--- src/design/vrlp_pkg.sv ---
`default_nettype none
package vrlp_pkg;

	localparam int ANGLE_STEPS = 360;
	localparam int QTR_STEPS = 90;
	localparam int TRIG_BITS = 14;
	localparam int ANG_RECIP = 11651;
	localparam int ANG_RECIP_SHIFT = 22;
	localparam longint PI_Q30 = 64'sd3373259426;
	localparam longint ONE_Q30 = 64'sd1073741824;

	localparam int MAG_W = 40;
	localparam int QUO_BITS = 34;
	localparam int DIV_STEP = 2;
	localparam int DIV_STAGES = QUO_BITS / DIV_STEP;

	typedef logic signed [15:0] trig_t;
	typedef trig_t qtr_tab_t [0:QTR_STEPS];

	typedef enum logic [1:0] {
		QUAD_0 = 2'd0,
		QUAD_1 = 2'd1,
		QUAD_2 = 2'd2,
		QUAD_3 = 2'd3
	} quad_t;

	typedef enum logic [2:0] {
		CFG_CAM_X  = 3'd0,
		CFG_CAM_Y  = 3'd1,
		CFG_CAM_Z  = 3'd2,
		CFG_HALF_W = 3'd3,
		CFG_HALF_H = 3'd4
	} cfg_idx_t;

	typedef struct packed {
		logic        vis;
		logic [30:0] depth;
		logic [7:0]  light;
		logic        last;
		logic        neg_x;
		logic        neg_y;
	} side_t;

	// quarter-wave sine, Q1.14, integer Taylor series in Q30
	function automatic qtr_tab_t build_qtr();
		qtr_tab_t t;
		longint x;
		longint x2;
		longint term;
		longint sum;
		for (int k = 0; k <= QTR_STEPS; k++) begin
			x = (longint'(k) * PI_Q30 + 64'sd90) / 64'sd180;
			x2 = x * x / ONE_Q30;
			term = x;
			sum = x;
			for (int n = 1; n <= 7; n++) begin
				term = term * x2 / ONE_Q30;
				unique case (n)
					1: term = -term / 64'sd6;
					2: term = -term / 64'sd20;
					3: term = -term / 64'sd42;
					4: term = -term / 64'sd72;
					5: term = -term / 64'sd110;
					6: term = -term / 64'sd156;
					default: term = -term / 64'sd210;
				endcase
				sum = sum + term;
			end
			if (sum < 0)
				sum = 0;
			t[k] = 16'((sum + 64'sd32768) / 64'sd65536);
		end
		return t;
	endfunction

	localparam qtr_tab_t SIN_QTR = build_qtr();

	function automatic logic signed [31:0] rnd_sat(input logic signed [48:0] v);
		logic signed [48:0] t;
		logic signed [34:0] h;
		t = v + 49'sd8192;
		h = $signed(t[48:TRIG_BITS]);
		if (h > 35'sd2147483647)
			return 32'sh7FFFFFFF;
		else if (h < -35'sd2147483648)
			return 32'sh80000000;
		else
			return h[31:0];
	endfunction

	function automatic logic signed [31:0] add_sat(input logic signed [31:0] a,
			input logic signed [31:0] b);
		logic signed [32:0] s;
		s = 33'(a) + 33'(b);
		if (s[32] != s[31])
			return s[32] ? 32'sh80000000 : 32'sh7FFFFFFF;
		else
			return s[31:0];
	endfunction

endpackage
`default_nettype wire

--- src/design/vrlp_div.sv ---
`default_nettype none
module vrlp_div import vrlp_pkg::*; #(
	parameter int FRAC_BITS = 16
) (
	input  wire logic                     clk,
	input  wire logic                     en,
	input  wire logic [FRAC_BITS+12:0]    rem_in,
	input  wire logic [QUO_BITS-1:0]      lo_in,
	input  wire logic [FRAC_BITS+11:0]    den_in,
	output logic      [QUO_BITS-1:0]      quo
);

	localparam int DW = FRAC_BITS + 12;
	localparam int RW = DW + 1;

	logic [RW-1:0]       rem_s [1:DIV_STAGES];
	logic [QUO_BITS-1:0] lo_s  [1:DIV_STAGES];
	logic [QUO_BITS-1:0] quo_s [1:DIV_STAGES];
	logic [DW-1:0]       den_s [1:DIV_STAGES];

	for (genvar k = 1; k <= DIV_STAGES; k++) begin : g_stage
		logic [RW-1:0]       r_in;
		logic [QUO_BITS-1:0] l_in;
		logic [QUO_BITS-1:0] q_in;
		logic [DW-1:0]       d_in;
		logic [RW-1:0]       r_nx;
		logic [QUO_BITS-1:0] l_nx;
		logic [QUO_BITS-1:0] q_nx;
		logic [RW-1:0]       t;

		if (k == 1) begin : g_first
			assign r_in = rem_in;
			assign l_in = lo_in;
			assign q_in = '0;
			assign d_in = den_in;
		end else begin : g_next
			assign r_in = rem_s[k-1];
			assign l_in = lo_s[k-1];
			assign q_in = quo_s[k-1];
			assign d_in = den_s[k-1];
		end

		always_comb begin
			r_nx = r_in;
			l_nx = l_in;
			q_nx = q_in;
			t = '0;
			for (int b = 0; b < DIV_STEP; b++) begin
				t = {r_nx[RW-2:0], l_nx[QUO_BITS-1]};
				l_nx = l_nx << 1;
				if (t >= {1'b0, d_in}) begin
					r_nx = t - {1'b0, d_in};
					q_nx = {q_nx[QUO_BITS-2:0], 1'b1};
				end else begin
					r_nx = t;
					q_nx = {q_nx[QUO_BITS-2:0], 1'b0};
				end
			end
		end

		always_ff @(posedge clk) begin
			if (en) begin
				rem_s[k] <= r_nx;
				lo_s[k] <= l_nx;
				quo_s[k] <= q_nx;
				den_s[k] <= d_in;
			end
		end
	end

	assign quo = quo_s[DIV_STAGES];

endmodule
`default_nettype wire

--- config.mk ---
export PLATFORM = sky130hd
export DESIGN_NAME = vrlp_div
export DESIGN_NICKNAME = d
export VERILOG_FILES = /design/src/design/vrlp_pkg.sv /design/src/design/vrlp_div.sv
export SDC_FILE = /design/constraint.sdc
export NUM_CORES = 2
export LEC_CHECK = 0
export BUFFER_PORTS_ARGS = -buffer_cell sky130_fd_sc_hd__buf_2
export CORE_UTILIZATION = 47
export DETAILED_ROUTE_END_ITERATION = 12
export PLACE_DENSITY = 0.71
export SETUP_SLACK_MARGIN = 0.02
export SYNTH_ARGS = -nofsm -noshare
export SYNTH_HDL_FRONTEND = slang
export SYNTH_SLANG_ARGS = --single-unit
--- constraint.sdc ---
create_clock -name clk -period 8.45 [get_ports clk]
set_input_delay 0 -clock clk [delete_from_list [all_inputs] [get_ports clk]]
set_output_delay 0 -clock clk [all_outputs]
set_load 0.02 [all_outputs]
; After elaboration in Yosys (flattened, before gate mapping)
; Memory sizes are Yosys's and may differ from the RTL's.
; Index checks and enable logic that the tools add are counted.
[totals]
reg_bits = 0
latchBits = 0
ramBits = 2091
romBits = 0
output_inout_bits = 34
memories = 4
[memory_table]
columns = name, depth, word_bits, read_ports, rd_clocked_by_memory_dff, write_ports, line_no
row1 = quo_s, 17, 34, 17, 0, 17, vrlp_div.sv:18  ; logic [QUO_BITS-1:0] quo_s [1:DIV_STAGES];
row2 = lo_s, 17, 32, 16, 0, 17, vrlp_div.sv:17  ; logic [QUO_BITS-1:0] lo_s [1:DIV_STAGES];
row3 = rem_s, 17, 29, 16, 0, 17, vrlp_div.sv:16  ; logic [RW-1:0] rem_s [1:DIV_STAGES];
row4 = den_s, 17, 28, 16, 0, 17, vrlp_div.sv:19  ; logic [DW-1:0] den_s [1:DIV_STAGES];
[classes]
n_addsub = 34
n_mul = 0
n_div = 0
n_lt_le_gt_ge = 34
eq_ne = 0
shift = 0
mux = 70
bitwise = 0
reduce_logical = 0
[ops]
columns = cell, count
row1 = greater-or-equal comparator 29 x 28 -> 1 bit, 34
row2 = 2-to-1 mux 29 bit, 17
row3 = subtractor 29 x 28 -> 29 bit, 17
row4 = 2-to-1 mux 28 bit, 17
row5 = subtractor 28 bit, 17
row6 = 2-to-1 mux 1 bit, 36

; Logic depth before layout (Yosys ltp)
; An unclocked memory read counts as a cell.
[depth]
ltp_word = 5
mapped_depth = 29
mapped_depth_nobuf = 27

; Worst setup path before layout
; No wires, ideal clock.
[synth_timing]
path_type = register -> register
startpoint = reg, netlist name den_s[0][281]
endpoint = reg, netlist name rem_s[0][329]
t_arrival_ns = 6.353
t_required_ns = 8.190
setup_slack_ns = 1.837
path_stages_with_launch = 28
synth_period_minus_slack_ns = 6.613
cell_sequence = edfxtp_1 inv_1 ha_1 a21o_1 a21o_1 a211oi_2 o31ai_1 a31oi_1 o21ai_1 a2111oi_0 a21o_1 buf_2 buf_2 mux2_2 ha_1 a21o_1 a21o_1 a21oi_1 nand2b_1 or4_1 a31oi_1 o21a_1 a21oi_1 a211o_1 nor3_1 buf_2 buf_2 mux2_2

==> flow_metrics.tcl <==
set metrics [dict create \
    status "finished with violations" \
    violations "design-rule violations" \
    worst-setup-path-type "reg2reg" \
    fillCellCount 18500 \
    place_congestion 0.955 \
    cp_num_cells 24 \
    worst_r2r_endpoint "rem_s[0][233]" \
    cts_resized 0 \
    grt_max_degree 170 \
    dieArea_um2 215000 \
    worst_slew_pin_slew_ns 1.07 \
    drc 4 \
    ant_nets 0 \
    final_max_slew_viol_count 0 \
    worst_path_max_delay_cell "a2111oi_0" \
    clock_path_buffers 3 \
    cts_tree "built" \
    fmax_ghz 0.130 \
    rsz0062_at_grt "false" \
    hp-class "in2reg" \
    cp_max_fo 29 \
    dp_cells 12300 \
    initial_core_util_pct 47.3 \
    pin_count 127 \
    routed_wl_um 259000 \
    ys_types 92 \
    worst-endpoint-arrival_ns 8.28 \
    clkTransAtPathRegs_ns 0.06 \
    clock_skew_ns 0.0279 \
    netlist_area_um2 100000 \
    cts_buffers 164 \
    fin_crit_sh_pct 91.2 \
    cp.buffers_inverters 2 \
    r2r_cells 24 \
    fin_tns_setup_ns 0 \
    maxCapViolCount 0 \
    hold_viol_final 0 \
    drt_iter0_drc 5862 \
    critPathRequiredTime_ns 9.02 \
    synth_edf_count 1474 \
    setup_violations 0 \
    crit_start "den_s[0][197]" \
    drt-pass1-iter-count 10 \
    cp-end-kind "flop" \
    synth_area_per_cell_um2 10.6 \
    critPathMostFrequentCell "o31a_1" \
    synth_flop_cell "edfxtp_1" \
    die_h_um 464 \
    ys_seq_elements 1474 \
    antenna_found_initial 3 \
    grt_pass1_vias 72400 \
    cpPeakStageDelay_ns 0.63 \
    crit_chain "inv_1 -> ha_1 -> nor2b_1 -> o31a_1 -> o31ai_1 -> a21boi_0 -> a31o_2 -> nand3_1 -> and3_1 -> o31a_1 -> mux2_2 -> ha_1 -> a21oi_1 -> o21ai_1 -> a221o_1 -> a2111oi_0 -> o21bai_1 -> o31a_1 -> a31o_2 -> o41ai_2 -> o21ai_1 -> a211oi_4 -> buf_4 -> mux2_2" \
    cts_setup_buffers 0 \
    grt_usage_pct 23.5 \
    multi_input_area_um2 52400 \
    fin_cells 12700 \
    syn2layout_area_growth_pct 11.4 \
    start_kind "flop" \
    detail_route.vias_per_cell 5.80 \
    clkLatencyLatePin_ns 0.83 \
    via_count 73800 \
    gr-total-overflow 0 \
    hold_path_depth 4 \
    cp-endpoint "rem_s[0][233]" \
    hold_path_startpoint "lo_in[33]" \
    grt_pass1_wl_um 402000 \
    num_rows 169 \
    synth_fp_nets 10500 \
    dp_hpwl_um 201000 \
    die_width_um 464 \
    layout-drive-gt1-share_pct 10.8 \
    max-slew-margin-rel_pct 28.5 \
    regArea_um2 44300 \
    fin_crit_ns 7.71 \
    regToRegStartpoint "den_s[0][197]" \
    wl_per_cell_um 20.3 \
    cts_max_level 4 \
    r2r_slack_ns 0.74 \
    fin_nets 10900 \
    root_buffer "clkbuf_16" \
    cts_num_sinks 1474 \
    async_flop_share_pct 0 \
    synth-seq-area-share_pct 44.2 \
    path_delay_family "compound AO/OA/AOI/OAI gates" \
    io_buffers 125 \
    yosysWarnings 0 \
    core_area_um2 212000 \
    synthCells 9437 \
    hold_buffers 151 \
]
metal layers:
metal,up-vias,wire length [µm],global-route usage [%]
met5,-,0,0
met4,0,11100,9.78
met3,513,11000,2.80
met2,1937,127000,41.0
met1,35500,110000,29.3
li1,35900,-,-
synthesized netlist by cell type, types with 34 or more instances:
| cell type | n | area, µm² |
|---|---|---|
| a211o_1 | 34 | 298 |
| a211oi_1 | 74 | 556 |
| a21o_1 | 419 | 3150 |
| a21oi_1 | 808 | 4040 |
| a31oi_1 | 77 | 482 |
| and2_1 | 46 | 288 |
| and3_1 | 79 | 494 |
| buf_2 | 38 | 190 |
| clkbuf_1 | 121 | 454 |
| edfxtp_1 | 1474 | 44300 |
| ha_1 | 952 | 11900 |
| inv_1 | 749 | 2810 |
| mux2_2 | 517 | 5820 |
| nand2_1 | 632 | 2370 |
| nand2b_1 | 101 | 632 |
| nand3_1 | 177 | 886 |
| nand4_1 | 125 | 782 |
| nor2_1 | 499 | 1870 |
| nor2b_1 | 97 | 607 |
| nor3_1 | 116 | 581 |
| nor4_1 | 36 | 225 |
| o211ai_1 | 39 | 293 |
| o21a_1 | 114 | 856 |
| o21ai_0 | 601 | 3010 |
| o21bai_1 | 129 | 968 |
| o31a_1 | 35 | 307 |
| o31ai_1 | 84 | 631 |
| xnor2_1 | 518 | 4540 |
| xor2_1 | 241 | 2110 |
final cells by class:
type	count	area share (%)
antenna	5	0.0112
clock inverter	109	1.20
clock buffer	191	3.83
timing repair buffer	354	2.57
inverter	753	2.53
tap	2821	3.17
sequential	1474	39.7
multi-input combinational	7033	47.0
through the flow:
stage | util (%) | worst slack (ns) | area (µm²) | hold WS, ns
2_1_floorplan | - | 1.84 | 100000 | 0.0989
3_3_place_gp | 49.3 | 0.737 | 104000 | 0.177
3_5_place_dp | 49.3 | 0.749 | 104000 | 0.178
4_1_cts | 52.6 | 0.717 | 111000 | 0.0112
5_1_grt | 52.6 | 0.193 | 111000 | 0.0634
6_report | 52.6 | 0.739 | 112000 | 0.0852
worst register-to-register path: stages (launching register included):
cell and delay (ns):
edfxtp_1 0.40, inv_1 0.22, ha_1 0.29, nor2b_1 0.16, o31a_1 0.27, o31ai_1 0.38, a21boi_0 0.26, a31o_2 0.30
nand3_1 0.08, and3_1 0.21, o31a_1 0.53, mux2_2 0.43, ha_1 0.35, a21oi_1 0.16, o21ai_1 0.15, a221o_1 0.45
a2111oi_0 0.63, o21bai_1 0.22, o31a_1 0.29, a31o_2 0.25, o41ai_2 0.32, o21ai_1 0.15, a211oi_4 0.17, buf_4 0.38
mux2_2 0.41
placed cells by master, fill, tap and decap left out, types with 24 or more instances in the layout:
cell / count
a211o_1: 34
a211oi_1: 74
a21o_1: 419
a21oi_1: 808
a221oi_1: 27
a31oi_1: 77
and2_1: 46
and3_1: 79
buf_2: 124
buf_4: 68
clkbuf_1: 24
clkbuf_16: 167
clkinv_2: 24
dlygate4sd3_1: 151
edfxtp_1: 1474
fa_1: 33
ha_1: 952
inv_1: 749
mux2_2: 517
mux2i_1: 30
nand2_1: 632
nand2b_1: 101
nand3_1: 177
nand4_1: 125
nor2_1: 499
nor2b_1: 97
nor3_1: 115
nor4_1: 36
o211ai_1: 39
o21a_1: 114
o21ai_0: 600
o21bai_1: 128
o31a_1: 35
o31ai_1: 84
or3_1: 33
xnor2_1: 518
xor2_1: 241
registers in the layout (all words and copies together) (netlist names):
signal and count:
lo_s 272, rem_s 448, quo_s 306, den_s 448
worst min-delay path by stage:
stage                               to  slack, ns
after floorplan           den_s[0][28]        0.1
after global placement     lo_s[0][54]       0.18
after detailed placement   lo_s[0][55]       0.18
after CTS                 rem_s[0][30]       0.01
after global routing      rem_s[0][30]       0.06
final                     rem_s[0][30]       0.09
cells by family (layout without fill, tap and decap cells):
group / after synthesis / after routing / synth area share, %
compound gates: 2691 / 2691 / 17.0
simple gates: 2036 / 2036 / 9.67
flops: 1474 / 1474 / 44.2
fa+ha+maj: 985 / 985 / 12.6
buf+inv: 930 / 1407 / 3.58
xor+xnor: 759 / 759 / 6.64
mux: 562 / 562 / 6.31
other cells: 0 / 5 / 0
Power is left out: the tool's default activity adds up to more than one toggle a clock period on the data nets, which glitch-free logic cannot reach.
